`src/hdl/aekp_pkg.sv`:
```
// ----------------------------------------------------------------------------
// aekp_pkg: shared types and constants for the terminal escape-key parser
// Parser states, result kinds, character constants and small decode helpers.
// ----------------------------------------------------------------------------
package aekp_pkg;

    localparam int unsigned QUEUE_DEPTH = 5;
    localparam int unsigned COUNT_W     = 3;

    localparam logic [7:0] QUIT_RESET = 8'h1D;
    localparam logic [7:0] CH_ESC     = 8'h1B;
    localparam logic [7:0] CH_LBRACK  = 8'h5B;   // '['
    localparam logic [7:0] CH_SS3     = 8'h4F;   // 'O'
    localparam logic [7:0] CH_TILDE   = 8'h7E;   // '~'
    localparam logic [7:0] CH_ZERO    = 8'h30;
    localparam logic [7:0] CH_NINE    = 8'h39;
    localparam logic [7:0] CH_A       = 8'h41;
    localparam logic [7:0] CH_D       = 8'h44;
    localparam logic [7:0] CH_P       = 8'h50;
    localparam logic [7:0] CH_S       = 8'h53;

    localparam logic [6:0] NUM_MAX    = 7'd99;

    typedef enum logic [2:0] {
        ST_IDLE = 3'd0,
        ST_ESC  = 3'd1,
        ST_CSI  = 3'd2,
        ST_NUM  = 3'd3,
        ST_SS3  = 3'd4
    } state_t;

    typedef enum logic [1:0] {
        KIND_PLAIN = 2'd0,
        KIND_KEY   = 2'd1,
        KIND_QUIT  = 2'd2
    } kind_t;

    localparam logic [3:0] KEY_F1 = 4'd4;
    localparam logic [3:0] KEY_F6 = 4'd9;
    localparam logic [3:0] KEY_F11 = 4'd14;
    localparam logic [3:0] KEY_F12 = 4'd15;

    typedef struct packed {
        kind_t      kind;
        logic [7:0] plain_byte;
        logic [3:0] key_code;
    } res_t;

    typedef struct packed {
        logic       hit;
        logic [3:0] key_code;
    } fkey_t;

    function automatic res_t mk_plain(input logic [7:0] b);
        res_t r;
        r.kind       = KIND_PLAIN;
        r.plain_byte = b;
        r.key_code   = 4'd0;
        return r;
    endfunction

    function automatic res_t mk_key(input logic [3:0] k);
        res_t r;
        r.kind       = KIND_KEY;
        r.plain_byte = 8'd0;
        r.key_code   = k;
        return r;
    endfunction

    function automatic res_t mk_quit();
        res_t r;
        r.kind       = KIND_QUIT;
        r.plain_byte = 8'd0;
        r.key_code   = 4'd0;
        return r;
    endfunction

    // Map the number of an ESC [ n ~ sequence to a function key.
    function automatic fkey_t fkey_decode(input logic [6:0] n);
        fkey_t f;
        f.hit      = 1'b1;
        f.key_code = 4'd0;
        case (n) inside
            [7'd11:7'd15]: f.key_code = KEY_F1 + 4'(n - 7'd11);
            [7'd17:7'd21]: f.key_code = KEY_F6 + 4'(n - 7'd17);
            7'd23:         f.key_code = KEY_F11;
            7'd24:         f.key_code = KEY_F12;
            default:       f.hit      = 1'b0;
        endcase
        return f;
    endfunction

endpackage

```
`src/hdl/ansi_escape_key_parser.sv`:
```
// ----------------------------------------------------------------------------
// ansi_escape_key_parser: terminal byte stream to keys
// Parses ESC sequences into arrow and function keys, passes other bytes on.
// ----------------------------------------------------------------------------
// One terminal byte is taken per request on the input channel and decoded
// combinationally into zero to five results, which are loaded into a five-deep
// result queue and drained on the output channel one per cycle while out_ready
// is high. As a byte that yields zero or one result does not hold the input, an
// ordinary stream runs at one byte per clock while the output is ready, with a
// new byte accepted while the previous result is being taken. A broken sequence
// flushes its swallowed bytes as plain bytes; a flush holds the input while the
// queue drains, since a new byte is accepted only once the queue empties in that cycle.
// Results: kind 0 plain byte, 1 special key (0..3 arrows up/down/right/left,
// 4..15 F1..F12), 2 quit request; last marks the final result of a byte.
// The quit byte (reset 0x1D) is written through the cfg channel, which is
// always ready; write it only while the block is idle.
// ----------------------------------------------------------------------------
module ansi_escape_key_parser
    import aekp_pkg::*;
(
    input  logic       clk,
    input  logic       rst_n,

    input  logic       cfg_valid,
    output logic       cfg_ready,
    input  logic [7:0] quit_byte,

    input  logic       in_valid,
    output logic       in_ready,
    input  logic [7:0] in_byte,

    output logic       out_valid,
    input  logic       out_ready,
    output logic [1:0] kind,
    output logic [7:0] plain_byte,
    output logic [3:0] key_code,
    output logic       last
);

    // Configuration and parser state
    logic [7:0]         quit_reg;
    state_t             state_reg, state_next;
    logic [6:0]         acc_reg, acc_next;

    // Result queue: entry 0 is the head shown on the output
    res_t               q_reg  [QUEUE_DEPTH];
    res_t               q_next [QUEUE_DEPTH];
    res_t               build  [QUEUE_DEPTH];
    logic [COUNT_W-1:0] count_reg, count_next;
    logic [COUNT_W-1:0] n_res;

    logic               accept;
    logic               pop;

    // Decode helpers
    logic               is_digit;
    logic [3:0]         digit_val;
    logic [6:0]         acc_sat;
    logic [9:0]         acc_times10;
    logic [6:0]         acc_grown;
    logic [14:0]        tens_prod;
    logic [3:0]         tens;
    logic [3:0]         ones;
    fkey_t              fkey;

    // ------------------------------------------------------------------
    // Handshakes: take a byte whenever the queue is empty by the end of
    // this cycle
    // ------------------------------------------------------------------
    assign cfg_ready = 1'b1;
    assign out_valid = (count_reg != '0);
    assign pop       = out_valid && out_ready;
    assign in_ready  = (count_reg == '0) || ((count_reg == COUNT_W'(1)) && out_ready);
    assign accept    = in_valid && in_ready;

    assign kind       = q_reg[0].kind;
    assign plain_byte = q_reg[0].plain_byte;
    assign key_code   = q_reg[0].key_code;
    assign last       = (count_reg == COUNT_W'(1));

    // ------------------------------------------------------------------
    // Number arithmetic: accumulate with saturation, split into digits
    // ------------------------------------------------------------------
    assign is_digit    = (in_byte >= CH_ZERO) && (in_byte <= CH_NINE);
    assign digit_val   = in_byte[3:0];
    assign acc_sat     = (acc_reg > NUM_MAX) ? NUM_MAX : acc_reg;
    assign acc_times10 = ({3'b000, acc_sat} << 3) + ({3'b000, acc_sat} << 1)
                         + {6'b000000, digit_val};
    assign acc_grown   = (acc_times10 > {3'b000, NUM_MAX}) ? NUM_MAX : acc_times10[6:0];

    // acc / 10 by reciprocal: exact for every value up to 99
    assign tens_prod   = 15'(acc_sat) * 15'd205;
    assign tens        = tens_prod[14:11];
    assign ones        = 4'(acc_sat - {tens, 3'b000} - {2'b00, tens, 1'b0});

    assign fkey        = fkey_decode(acc_sat);

    // ------------------------------------------------------------------
    // Next state for the parser
    // ------------------------------------------------------------------
    always_comb
    begin
        state_next = state_reg;
        acc_next   = acc_reg;
        if (in_byte != quit_reg)
        begin
            unique case (state_reg)
                ST_ESC:
                begin
                    if (in_byte == CH_LBRACK)
                        state_next = ST_CSI;
                    else if (in_byte == CH_SS3)
                        state_next = ST_SS3;
                    else
                        state_next = ST_IDLE;
                end
                ST_CSI:
                begin
                    if (is_digit && !((in_byte >= CH_A) && (in_byte <= CH_D)))
                    begin
                        state_next = ST_NUM;
                        acc_next   = {3'b000, digit_val};
                    end
                    else
                        state_next = ST_IDLE;
                end
                ST_NUM:
                begin
                    if (is_digit)
                        acc_next = acc_grown;
                    else
                        state_next = ST_IDLE;
                end
                ST_SS3:
                    state_next = ST_IDLE;
                default:
                    state_next = (in_byte == CH_ESC) ? ST_ESC : ST_IDLE;
            endcase
        end
    end

    // ------------------------------------------------------------------
    // Results for the incoming byte
    // ------------------------------------------------------------------
    always_comb
    begin
        n_res = '0;
        for (int i = 0; i < QUEUE_DEPTH; i++)
            build[i] = mk_plain(8'd0);

        if (in_byte == quit_reg)
        begin
            build[0] = mk_quit();
            n_res    = COUNT_W'(1);
        end
        else
        begin
            unique case (state_reg)
                ST_ESC:
                begin
                    if ((in_byte != CH_LBRACK) && (in_byte != CH_SS3))
                    begin
                        build[0] = mk_plain(CH_ESC);
                        build[1] = mk_plain(in_byte);
                        n_res    = COUNT_W'(2);
                    end
                end
                ST_CSI:
                begin
                    if ((in_byte >= CH_A) && (in_byte <= CH_D))
                    begin
                        build[0] = mk_key(4'(in_byte - CH_A));
                        n_res    = COUNT_W'(1);
                    end
                    else if (!is_digit)
                    begin
                        build[0] = mk_plain(CH_ESC);
                        build[1] = mk_plain(CH_LBRACK);
                        build[2] = mk_plain(in_byte);
                        n_res    = COUNT_W'(3);
                    end
                end
                ST_NUM:
                begin
                    if (in_byte == CH_TILDE)
                    begin
                        // drop numbers that name no function key
                        if (fkey.hit)
                        begin
                            build[0] = mk_key(fkey.key_code);
                            n_res    = COUNT_W'(1);
                        end
                    end
                    else if (!is_digit)
                    begin
                        build[0] = mk_plain(CH_ESC);
                        build[1] = mk_plain(CH_LBRACK);
                        if (tens != 4'd0)
                        begin
                            build[2] = mk_plain({4'h3, tens});
                            build[3] = mk_plain({4'h3, ones});
                            build[4] = mk_plain(in_byte);
                            n_res    = COUNT_W'(5);
                        end
                        else
                        begin
                            build[2] = mk_plain({4'h3, ones});
                            build[3] = mk_plain(in_byte);
                            n_res    = COUNT_W'(4);
                        end
                    end
                end
                ST_SS3:
                begin
                    if ((in_byte >= CH_P) && (in_byte <= CH_S))
                    begin
                        build[0] = mk_key(4'(in_byte - CH_P) + KEY_F1);
                        n_res    = COUNT_W'(1);
                    end
                    else
                    begin
                        build[0] = mk_plain(CH_ESC);
                        build[1] = mk_plain(CH_SS3);
                        build[2] = mk_plain(in_byte);
                        n_res    = COUNT_W'(3);
                    end
                end
                default:
                begin
                    if (in_byte != CH_ESC)
                    begin
                        build[0] = mk_plain(in_byte);
                        n_res    = COUNT_W'(1);
                    end
                end
            endcase
        end
    end

    // ------------------------------------------------------------------
    // Queue: load on a new byte, else advance the head on each pop
    // ------------------------------------------------------------------
    always_comb
    begin
        count_next = count_reg;
        for (int i = 0; i < QUEUE_DEPTH; i++)
            q_next[i] = q_reg[i];

        if (accept)
        begin
            count_next = n_res;
            for (int i = 0; i < QUEUE_DEPTH; i++)
                q_next[i] = build[i];
        end
        else if (pop)
        begin
            count_next = count_reg - COUNT_W'(1);
            for (int i = 0; i < QUEUE_DEPTH - 1; i++)
                q_next[i] = q_reg[i + 1];
        end
    end

    always_ff @(posedge clk or negedge rst_n)
    begin
        if (!rst_n)
        begin
            quit_reg  <= QUIT_RESET;
            state_reg <= ST_IDLE;
            acc_reg   <= '0;
            count_reg <= '0;
        end
        else
        begin
            if (cfg_valid && cfg_ready)
                quit_reg <= quit_byte;
            if (accept)
            begin
                state_reg <= state_next;
                acc_reg   <= acc_next;
            end
            count_reg <= count_next;
        end
    end

    always_ff @(posedge clk)
    begin
        for (int i = 0; i < QUEUE_DEPTH; i++)
            q_reg[i] <= q_next[i];
    end

endmodule

```
`config.mk`:
```
export PLATFORM = sky130hd
export DESIGN_NAME = ansi_escape_key_parser
export DESIGN_NICKNAME = d
export VERILOG_FILES = /design/src/hdl/aekp_pkg.sv /design/src/hdl/ansi_escape_key_parser.sv
export SDC_FILE = /design/constraint.sdc
export NUM_CORES = 1
export LEC_CHECK = 0
export BUFFER_PORTS_ARGS = -buffer_cell sky130_fd_sc_hd__buf_2
export CAP_MARGIN = 25
export CORE_MARGIN = 8
export CORE_UTILIZATION = 50
export DETAILED_ROUTE_END_ITERATION = 8
export PLACE_DENSITY = 0.79
export SLEW_MARGIN = 20
export SYNTH_ARGS = -nofsm -noshare
export SYNTH_HDL_FRONTEND = slang
export SYNTH_SLANG_ARGS = --single-unit
```
`constraint.sdc`:
```
create_clock -name clk -period 7.36 [get_ports clk]
set_clock_uncertainty 0.1 [all_clocks]
set_input_delay 1.104 -clock clk [delete_from_list [all_inputs] [get_ports clk]]
set_output_delay 1.104 -clock clk [all_outputs]
set_load 0.1 [all_outputs]
```
## Word-level counts from Yosys, hierarchy flattened

Memory sizes are Yosys's and may differ from the RTL's.
Cells that the tools add are included.

- Memory bits (writable): 70
- Memories: 1
- Register bits after elaboration: 21
- Logic and storage cells: 122
- Output and inout port bits: 18

Memories:

| memory | words | bits a word | read ports | clocked after Yosys merged registers in | wr ports | RTL line | text |
|---|---|---|---|---|---|---|---|
| q_reg | 5 | 14 | 5 | 0 | 5 | ansi_escape_key_parser.sv:46 | `res_t q_reg [QUEUE_DEPTH];` |

- $add $sub $neg: 12
- Reduce and logical (&&, ||, !) cells: 19
- $mul: 1
- Mux-type cells: 54
- $lt $le $gt $ge: 12
- Equality and inequality tests: 19

Operators with widths:

| cell | count |
|---|---|
| 2-to-1 mux 56 bit | 4 |
| case mux 14 bit (4 select lines) | 2 |
| 2-to-1 mux 65 bit | 1 |
| 2-to-1 mux 28 bit | 2 |
| 2-to-1 mux 13 bit | 4 |
| case mux 14 bit (3 select lines) | 1 |
| 2-to-1 mux 37 bit | 1 |
| 2-to-1 mux 14 bit | 2 |
| 2-to-1 mux 7 bit | 4 |
| 2-to-1 mux 3 bit | 9 |
| 2-to-1 mux 25 bit | 1 |
| == test 8 x 7 -> 1 bit (second input constant) | 3 |
| 2-to-1 mux 12 bit | 2 |
| case mux 3 bit (4 select lines) | 2 |
| 2-to-1 mux 23 bit | 1 |
| 2-to-1 mux 22 bit | 1 |
| greater-or-equal comparator 8 x 7 -> 1 bit (second input constant) | 2 |
| <= comparator 8 x 7 -> 1 bit (second input constant) | 2 |
| 2-to-1 mux 4 bit | 4 |
| inequality test 8 x 7 -> 1 bit (second input constant) | 2 |
| multiplier 7 x 8 -> 15 bit (second input constant) | 1 |
| == test 7 x 5 -> 1 bit (second input constant) | 2 |
| case mux 7 bit (2 select lines) | 1 |
| subtractor 4 x 1 -> 4 bit (second input constant) | 3 |
| 35 further kinds | 60 |

## Depth between registers and ports, before layout

Gate-level depths: netlist (run 1).

- Word-level depth: 12
- Gate-level depth with buffers: 21

## Worst setup path after synthesis (run 1)

Ideal clock, no wire load.

- Path type: register to register
- Start: reg acc_reg[6]
- End: mem q_reg[0][48] (netlist name), data pin
- Slack: 1.908 ns
- Period minus slack after synthesis: 5.452 ns
- Path buffers: 2
- Stages on the path, launching flop included: 18
- Arrival: 5.096 ns
- Setup time: 0.256 ns
- Cells stage by stage: dfrtp_1 clkbuf_1 a21bo_2 inv_1 ha_1 ha_1 fa_1 fa_1 ha_1 and4_1 a41o_1 or4b_4 a31o_1 and2_4 or4_4 buf_6 mux2i_1 a22o_1

RTL lines:

| element | RTL line | text |
|---|---|---|
| start: declaration | ansi_escape_key_parser.sv:43 | `logic [6:0] acc_reg, acc_next;` |
| start signal: assignment | ansi_escape_key_parser.sv:279 | `acc_reg <= acc_next;` |
| end: declaration | ansi_escape_key_parser.sv:46 |  |

==> impl_metrics.py, run 1 <==
metrics = {
    "timing": {
        "setup_ws_ns": 1.52,
        "hold_violations": 0,
        "final_slew_viol_count": 0,
        "setup_repair_after_global_routing_missed_its_margin": "no",
        "finalSetupViolations": 0,
        "max_slew.worst_pin.slew_ns": 0.955,
        "timing.max_slew.rel_slack_pct": 36.3,
        "setup_total_negative_slack_ns": 0,
        "layout_min_cycle_time_ns": 5.84,
        "period_share_pct": 79.3,
        "clock.fmax_mhz": 171,
    },
    "route": {
        "drc_errors": 0,
        "num_vias": 4358,
        "postRouteAntennaNets": 0,
        "drt-total-wl_mm": 12.5,
        "detail_route.vias_per_cell": 5.97,
        "post_drt_wl_per_cell_um": 17.2,
        "dr.first_iter.drc_count": 434,
        "detailedRoute.firstPassIterationCount": 6,
    },
    "die": {
        "chip_width_um": 121,
        "ios": 39,
        "die_outline_area_um2": 14600,
        "floorplan_core_area_um2": 10800,
        "dieHeight_um": 121,
        "start_util_pct": 50.9,
        "rows": 38,
    },
    "final_layout": {
        "n_fill_cell": 946,
        "drive_above_1_share_pct": 13.7,
        "largest_reg_flops": 46,
        "register_area_um2": 1910,
        "synthToLayoutAreaGrowth_pct": 6.90,
        "diodes": 0,
        "multi_input_area_um2": 3250,
        "final-instance-count-excl-fill": 730,
        "design.final.nets": 688,
        "final_area_um2": 5880,
    },
    "setup_path": {
        "critical_path.n_buffers_inverters": 2,
        "crit_path_max_fanout": 12,
        "worst_path_max_delay_cell": "or4_4",
        "worst-endpoint-arrival_ns": 5.85,
        "timing.critical_path.from": "acc_reg[4]",
        "worstSetupStartpointType": "flip-flop",
        "cp_slowest_stage_delay_ns": 0.63,
        "most_frequent_cell_on_the_critical_path": "ha_1",
        "crit_family": "simple AND/OR/NAND/NOR gates",
        "criticalPathCategory": "flip-flop to flip-flop",
        "worst_ep_required_time_ns": 7.37,
        "worst_setup_path_end_kind": "flip-flop",
        "timing.critical_path.cells": "o311ai_0, nand2b_1, ha_1, ha_1, inv_1, fa_1, inv_1, fa_1, ha_1, and4_1, a41o_1, or4b_4, a31o_1, and2_4, or4_4, and3b_1, and2_1",
        "rr_startpoint": "acc_reg[4]",
    },
    "clock_network": {
        "cts.clk_slew.worst_paths_ns": 0.08,
        "cts_root_buf": "clkbuf_8",
        "post-cts-setup-buffer-count": 0,
        "tritoncts_clock_tree": "built",
        "ctsLongestPathBuffers": 2,
        "tritoncts_num_sinks": 67,
        "post_cts_resize_count": 0,
        "clkLatencyLatePin_ns": 0.35,
        "cts_hold_buffers": 0,
        "cts_buf_count": 9,
        "clock_tree.htree_level_count": 3,
    },
    "logic_synthesis": {
        "postSynth.asyncResetShare_pct": 31.3,
        "synth_ff_type": "edfxtp_1",
        "synth_nets": 676,
        "yosysUniqueCellTypes": 70,
        "yosys_warnings": 0,
        "netlist_instances": 573,
        "post_synth_main_area_contributors": "edfxtp_1 25%, ha_1 16%, dfrtp_1 7.7%, nand2_1 3.8%, fa_1 3.6%",
        "syn-mean-instance-area_um2": 9.59,
        "synth_edf_count": 46,
        "synth_largest_type_area_fraction_pct": 25.1,
        "ys_seq_elements": 67,
        "largest_area_contributor_in_the_synthesized_netlist": "edfxtp_1",
        "syn-cell-area_um2": 5500,
        "ys_seq_area_share_pct": 34.8,
    },
    "global_route": {
        "grt_antenna_before_repair": 0,
        "global_route.overflow_total": 0,
        "first_pass_grt_wire_length_mm": 20.6,
        "grt_start_max_net_pins": 43,
        "grt_use_met3_pct": 3.54,
        "grt_most_used_layer": "met2",
        "grt_pass1_vias": 4184,
        "global_route.usage.total_pct": 17.2,
        "grtUsageMet2_pct": 27.8,
        "grt_use_met1_pct": 22.8,
    },
    "placement": {
        "dp_slack_ns": 1.56,
        "place.detailed.hpwl_mm": 9.48,
        "port_buffers": 37,
        "final_estimated_routing_congestion_in_global_placement": 0.905,
        "dpl-instance-area_um2": 5660,
        "placed_cells": 714,
    },
    "run": {
        "max_cap_viol_count": 0,
    },
    "power": {
        "vdd_ir_drop_max_uv": 272,
        "power.static_leakage_uw": 0.00263,
        "p_per_area_nw_per_um2": 237,
    },
    "min_path": {
        "holdCritPathClass": "flip-flop to flip-flop",
        "hold_path.startpoint": "count_reg[1]",
    },
    "run_status": {
        "run_status": "complete, no violations",
    },
}
cells in the mapped netlist (all sizes together), types with 3 or more instances:
cell / number
nand2b: 10
nor3: 11
mux2i: 5
xor2: 14
o31ai: 4
xnor2: 8
a22o: 12
clkbuf: 21
o21ai: 37
dfrtp: 17
a21o: 3
a32oi: 3
dfstp: 4
o22ai: 5
nand3: 15
nand2: 57
a21boi: 4
o221ai: 3
nor4: 4
mux2: 10
inv: 38
or2: 5
edfxtp: 46
nand4: 4
and3: 3
nor2: 35
nor2b: 7
buf: 16
o311ai: 3
o21a: 7
a31o: 3
fa: 10
ha: 72
and2: 10
a21oi: 29
logic make-up after synthesis:
| logic type | Yosys count | synth area share [%] |
|---|---|---|
| flip-flops | 67 | 34.8 |
| multiplexers | 15 | 2.96 |
| adder cells (fa/ha/maj) | 82 | 20.0 |
| AND/OR/NAND/NOR | 175 | 15.8 |
| XOR/XNOR | 22 | 3.51 |
| AO/OA/AOI/OAI | 136 | 16.5 |
| other | 1 | 0.0682 |
| buffers and inverters | 75 | 6.28 |
per-layer routing:
metal | routed length [um] | share of wire (%)
met1 | 5520 | 44
met5 | 0 | 0
met4 | 167 | 1.3
met2 | 5850 | 47
met3 | 999 | 8.0
power breakdown:
group | internal, uW | total, uW | leakage (uW) | switching (uW)
logic | 108 | 509 | 0.00183 | 401
registers | 537 | 569 | 0.000710 | 31.6
clock network | 159 | 313 | 0.0000962 | 154
total | 804 | 1390 | 0.00263 | 587
area by class of cell:
cell class	count	share of cell area (%)
multi-input cells	431	55.4
flip-flops and latches	67	32.5
repair buffers	38	3.28
well taps	140	2.98
inverters	38	2.43
clock buffers	9	2.11
clock inverters	7	1.30
layout by cell type (no fill, tap or decap), drive strengths merged, types with 8 or more instances in the layout:
cell type	count
inv	40
o21ai	37
nand2b	10
and2	10
dfrtp	17
fa	10
nand2	57
clkbuf	9
ha	72
xor2	14
nor3	11
a21oi	29
mux2	10
nor2	35
xnor2	8
edfxtp	46
buf	38
nand3	15
a22o	12
path summary, 6_finish.rpt:
path / endpoint / cells after the start / slack, ns
worst max-delay path: q_reg[0][66] / 17 / 1.52
worst min-delay path: count_reg[1] / 1 / 0.42
worst max register to register: q_reg[0][66] / 17 / 1.52
worst min register to register: count_reg[1] / 1 / 0.42
max in group asynchronous: quit_reg[3] / 1 / 6.21
min in group asynchronous: quit_reg[5] / 1 / 0.60
per-stage QoR:
| stage | util [%] | power, uW | hold WS (ns) |
|---|---|---|---|
| after global routing | 54.4 | 1450 | 0.421 |
| after floorplan | - | 1020 | 0.381 |
| final | 54.4 | 1390 | 0.415 |
| after CTS | 54.3 | 1390 | 0.413 |
| after detailed placement | 52.5 | 1090 | 0.397 |
| after global placement | 52.5 | 1070 | 0.391 |
No activity file was read; power rests on OpenSTA's default activity.
==> inputs of run 2 (changes only) <==
- PLACE_DENSITY: 0.79 -> 0.82
- clock period: 7.36 -> 5.3 ns (I/O delays scaled with it)
==> run 2 against run 1 <==
  * Count of clock-buffer cells in the layout grew 1
  * Combinational power grew 40%
  * Sequential share of layout area is 1.8 points lower
  * Largest power group unchanged
  * Cell area increased by 6.0%
  * Final cell count rose by 3.3%
  * Clock power up 34%
  * First-iteration DRC count rose by 8.3%
  * Critical path type unchanged
  * Sequential cell count is the same
  * Utilization increased by 3.3 points
==> impl_metrics.py, run 2 (synthesis gave the netlist of run 1 again) <==
metrics = {
    "run_status": {
        "run_status": "complete, no violations",
    },
    "route": {
        "drt-total-wl_mm": 13.3,
        "drc_errors": 0,
        "postRouteAntennaNets": 0,
        "num_vias": 4469,
        "detail_route.vias_per_cell": 5.93,
        "detailedRoute.firstPassIterationCount": 6,
        "dr.first_iter.drc_count": 470,
        "post_drt_wl_per_cell_um": 17.7,
    },
    "timing": {
        "max_slew.worst_pin.slew_ns": 0.931,
        "period_share_pct": 98.1,
        "clock.fmax_mhz": 192,
        "layout_min_cycle_time_ns": 5.20,
        "hold_violations": 0,
        "final_slew_viol_count": 0,
        "finalSetupViolations": 0,
        "timing.max_slew.rel_slack_pct": 37.9,
    },
    "clock_network": {
        "cts_buf_count": 9,
        "ctsLongestPathBuffers": 2,
        "clkLatencyLatePin_ns": 0.35,
        "tritoncts_num_sinks": 67,
        "cts.clk_slew.worst_paths_ns": 0.07,
        "cts_hold_buffers": 0,
        "cts_root_buf": "clkbuf_8",
        "clock_tree.htree_level_count": 3,
        "tritoncts_clock_tree": "built",
    },
    "die": {
        "dieHeight_um": 121,
        "rows": 38,
        "start_util_pct": 50.9,
        "die_outline_area_um2": 14600,
        "floorplan_core_area_um2": 10800,
        "chip_width_um": 121,
        "ios": 39,
    },
    "setup_path": {
        "crit_family": "simple AND/OR/NAND/NOR gates",
        "r2r-end": "q_reg[0][67]",
        "depth_of_the_worst_register_to_register_path": 16,
        "worst_ep_required_time_ns": 5.30,
        "criticalPathCategory": "flip-flop to flip-flop",
        "timing.critical_path.cells": "a21bo_4, ha_4, inv_1, fa_1, inv_1, ha_1, fa_2, ha_2, a21oi_2, nand2b_4, or4b_4, a31o_1, and2_4, or4_4, and3b_2, and2_4",
        "worst_setup_path_end_kind": "flip-flop",
        "crit_path_max_fanout": 8,
        "cp_slowest_stage_delay_ns": 0.59,
        "rr_startpoint": "acc_reg[5]",
        "worst-endpoint-arrival_ns": 5.20,
        "worstSetupStartpointType": "flip-flop",
        "setup_slack_of_the_most_critical_reg_to_reg_path_ns": 0.10,
        "critical_path.n_buffers_inverters": 2,
        "worst_path_max_delay_cell": "or4_4",
    },
    "placement": {
        "place.detailed.hpwl_mm": 9.94,
        "final_estimated_routing_congestion_in_global_placement": 0.925,
        "port_buffers": 37,
    },
    "final_layout": {
        "multi_input_area_um2": 3420,
        "final_core_utilization_pct": 57.7,
        "largest_reg_flops": 46,
        "diodes": 0,
        "n_fill_cell": 893,
        "layout_common_cells": "62 x ha_1, 56 x nand2_1, 46 x edfxtp_1, 37 x buf_2, 36 x inv_1",
        "drive_above_1_share_pct": 21.3,
        "layout_commonest_cell": "ha_1",
        "synthToLayoutAreaGrowth_pct": 13.3,
        "design.final.nets": 712,
        "register_area_um2": 1910,
    },
    "power": {
        "vdd_ir_drop_max_uv": 442,
        "power.total_uw": 1920,
        "power.static_leakage_uw": 0.00277,
        "p_per_area_nw_per_um2": 308,
    },
    "global_route": {
        "grt_pass1_vias": 4387,
        "grt_antenna_before_repair": 0,
        "global_route.usage.total_pct": 17.8,
        "global_route.overflow_total": 0,
        "first_pass_grt_wire_length_mm": 21.4,
        "grt_start_max_net_pins": 43,
    },
    "run": {
        "max_cap_viol_count": 0,
    },
    "min_path": {
        "holdCritPathClass": "input pin to async pin",
    },
}
-- run 2: cell type report --
| type | count | area share [%] |
|---|---|---|
| multi-input cells | 431 | 54.9 |
| flip-flops and latches | 67 | 30.7 |
| repair buffers | 62 | 6.11 |
| well taps | 140 | 2.81 |
| inverters | 38 | 2.33 |
| clock buffers | 10 | 2.05 |
| clock inverters | 6 | 1.04 |
-- run 2: worst max-delay path by stage --
stage                     from           end  slack, ns  depth (start not counted)
floorplan           acc_reg[5]  q_reg[0][48]      0.003                         20
global placement    acc_reg[5]  q_reg[0][66]       0.04                         15
detailed placement  acc_reg[5]  q_reg[0][67]      -0.07                         15
CTS                 acc_reg[5]  q_reg[0][67]       0.01                         15
global route        acc_reg[5]  q_reg[0][63]      -0.05                         16
finish              acc_reg[5]  q_reg[0][67]       0.10                         16
-- run 2: metrics by stage --
| step | hold slack, ns | worst slack, ns | instance area (um2) | std cells | setup TNS [ns] |
|---|---|---|---|---|---|
| 2_1_floorplan | 0.381 | 0.00315 | 5520 | 573 | 0 |
| 3_3_place_gp | 0.391 | 0.0416 | 5800 | 731 | 0 |
| 3_5_place_dp | 0.411 | -0.0749 | 5800 | 731 | -0.560 |
| 4_1_cts | 0.295 | 0.0142 | 6010 | 748 | 0 |
| 5_1_grt | 0.323 | -0.0523 | 6230 | 754 | -0.378 |
| 6_report | 0.290 | 0.103 | 6230 | 754 | 0 |
-- run 2: routing by layer --
| metal | wire (um) | track usage [%] |
|---|---|---|
| met1 | 5510 | 22.7 |
| met2 | 6480 | 30.0 |
| met3 | 1160 | 3.73 |
| met4 | 180 | 4.76 |
| met5 | 0 | 0 |
-- run 2: power breakdown --
part           total (uW)  switching, uW  internal, uW  leakage (uW)
combinational         711            561           150       0.00197
clock                 420            202           218     0.0000966
sequential            789           43.0           746      0.000708
total                1920            806          1110       0.00277
-- run 2: what timing repair did --
item / in CTS / in global routing
resized for setup: 2 / 28
hold endpoints to repair: 0 / 0
setup buffers: 1 / 6
gates cloned: 0 / 0
pin swaps: 3 / 15
setup endpoints to repair: 12 / 20
-- run 2: worst reg2reg max path, cell delays in order (launching register included) --
cell and delay [ns]:
dfrtp_2 0.44, a21bo_4 0.26, ha_4 0.29, inv_1 0.06
fa_1 0.52, inv_1 0.04, ha_1 0.31, fa_2 0.47
ha_2 0.21, a21oi_2 0.16, nand2b_4 0.16, or4b_4 0.47
a31o_1 0.24, and2_4 0.17, or4_4 0.59, and3b_2 0.29
and2_4 0.17
==> inputs of run 3 (changes only) <==
- SETUP_SLACK_MARGIN: unset -> 0.15
==> run 3 against run 2 <==
  * Largest power group unchanged
  * Critical path type unchanged
  * Non-clock buffer count rose by 8
  * Sequential power barely moved
  * Count of clock-buffer cells in the layout fell by 1
  * Critical path depth rose by 2
  * First-iteration DRC count rose by 2.1%
==> impl_metrics.py, run 3 (synthesis gave the netlist of run 1 again) <==
metrics = {
    "run_status": {
        "run_status": "complete, no violations",
    },
    "global_route": {
        "first_pass_grt_wire_length_mm": 22.6,
        "grt_antenna_before_repair": 0,
        "global_route.overflow_total": 0,
        "grt_pass1_vias": 4612,
        "global_route.usage.total_pct": 19.1,
        "grt_start_max_net_pins": 43,
    },
    "placement": {
        "final_estimated_routing_congestion_in_global_placement": 0.927,
        "place.detailed.hpwl_mm": 9.91,
        "placed_cells": 728,
        "port_buffers": 37,
    },
    "route": {
        "postRouteAntennaNets": 0,
        "drt-total-wl_mm": 13.5,
        "detailedRoute.firstPassIterationCount": 5,
        "dr.first_iter.drc_count": 480,
        "num_vias": 4514,
        "drc_errors": 0,
        "post_drt_wl_per_cell_um": 17.8,
        "detail_route.vias_per_cell": 5.92,
    },
    "clock_network": {
        "tritoncts_num_sinks": 67,
        "cts_root_buf": "clkbuf_8",
        "cts_buf_count": 9,
        "clock_tree.htree_level_count": 3,
        "clkLatencyLatePin_ns": 0.35,
        "cts_hold_buffers": 0,
        "tritoncts_clock_tree": "built",
        "ctsLongestPathBuffers": 2,
        "cts.clk_slew.worst_paths_ns": 0.08,
    },
    "power": {
        "power_report.internal_total_uw": 1120,
        "power.total_uw": 1950,
        "power.static_leakage_uw": 0.00280,
        "seqPwrFrac_pct": 40.5,
        "fraction_of_power_spent_switching_nets_pct": 42.4,
        "vdd_ir_drop_max_uv": 349,
        "p_switching_uw": 825,
        "pwr-share-comb_pct": 36.5,
        "p_per_area_nw_per_um2": 308,
        "clock_power_share_pct": 22.9,
    },
    "setup_path": {
        "criticalPathCategory": "flip-flop to flip-flop",
        "worst-endpoint-arrival_ns": 5.19,
        "crit_path_max_fanout": 6,
        "worstSetupStartpointType": "flip-flop",
        "setup_slack_of_the_most_critical_reg_to_reg_path_ns": 0.12,
        "worst_ep_required_time_ns": 5.31,
        "worst_setup_path_end_kind": "flip-flop",
    },
    "timing": {
        "final_slew_viol_count": 0,
        "setup_repair_after_global_routing_missed_its_margin": "yes",
        "max_slew.worst_pin.slew_ns": 0.955,
        "timing.max_slew.rel_slack_pct": 36.3,
        "period_share_pct": 97.8,
        "layout_min_cycle_time_ns": 5.18,
        "hold_violations": 0,
        "finalSetupViolations": 0,
        "clock.fmax_mhz": 193,
    },
    "die": {
        "die_outline_area_um2": 14600,
        "floorplan_core_area_um2": 10800,
        "chip_width_um": 121,
        "dieHeight_um": 121,
        "ios": 39,
        "rows": 38,
        "start_util_pct": 50.9,
    },
    "final_layout": {
        "final-instance-count-excl-fill": 762,
        "design.final.nets": 720,
        "layout_commonest_cell": "ha_1",
        "diodes": 0,
        "drive_above_1_share_pct": 24.3,
        "synthToLayoutAreaGrowth_pct": 15.1,
        "layout_common_cells": "61 x ha_1, 56 x nand2_1, 46 x edfxtp_1, 38 x buf_2, 35 x nor2_1",
        "largest_reg_flops": 46,
    },
    "run": {
        "max_cap_viol_count": 0,
    },
    "min_path": {
        "holdCritPathClass": "input pin to async pin",
    },
}
run 3: critical path, cell delays in order, from the launching register on:
cell and delay (ns):
dfrtp_2 0.47, a21bo_4 0.27, ha_4 0.27, inv_1 0.05, fa_1 0.53, inv_1 0.05
ha_1 0.31, fa_2 0.47, ha_2 0.21, a21oi_2 0.18, nand2b_4 0.16, or4b_4 0.46
a31o_1 0.21, and2_4 0.15, buf_4 0.14, ha_4 0.25, nor2_1 0.04, a221o_1 0.31
a32o_1 0.27
run 3: timing repair:
item	CTS	global route
endpoints found under the setup margin	18	20
gates resized for setup	18	22
hold endpoints to repair	0	0
setup buffers	14	3
pin swaps	7	10
run 3: layer usage:
metal	track usage (%)	part of all wire, %
met5	0	0
met1	23.4	43
met2	31.6	49
met4	6.87	2.6
met3	5.17	6.2
run 3: worst paths after layout:
kind | startpoint | endpoint | depth (start not counted)
setup / recovery | acc_reg[5] | q_reg[0][33] | 18
hold / removal | rst_n | count_reg[0] | 1
setup reg to reg | acc_reg[5] | q_reg[0][33] | 18
hold reg to reg | q_reg[0][65] | q_reg[0][51] | 2
max in group asynchronous | rst_n | acc_reg[4] | 1
min in group clk | q_reg[0][65] | q_reg[0][51] | 2
run 3: per-stage QoR:
stage	instance area, um2	worst slack [ns]	TNS (ns)	util, %	hold WS [ns]
final	6320	0.118	0	58.6	0.293
after floorplan	5560	0.168	0	-	0.381
after CTS	6210	0.135	0	57.5	0.290
after detailed placement	5810	-0.0579	-0.393	53.9	0.399
after global routing	6320	0.00519	0	58.6	0.309
after global placement	5810	0.0874	0	53.9	0.394
run 3: power by group through the flow:
stage	clock, uW	sequential, uW	combinational, uW
after floorplan	0	786	636
after global placement	0	794	694
after detailed placement	0	800	710
after CTS	453	790	712
after global routing	473	804	758
final	447	789	711
run 3: cell type report:
| cell class | count | area (um2) |
|---|---|---|
| fill | 867 | 4470 |
| multi-input combinational | 431 | 3440 |
| sequential | 67 | 1920 |
| timing repair buffer | 70 | 438 |
| tap | 140 | 175 |
| inverter | 38 | 149 |
| clock buffer | 9 | 124 |
| clock inverter | 7 | 82.6 |
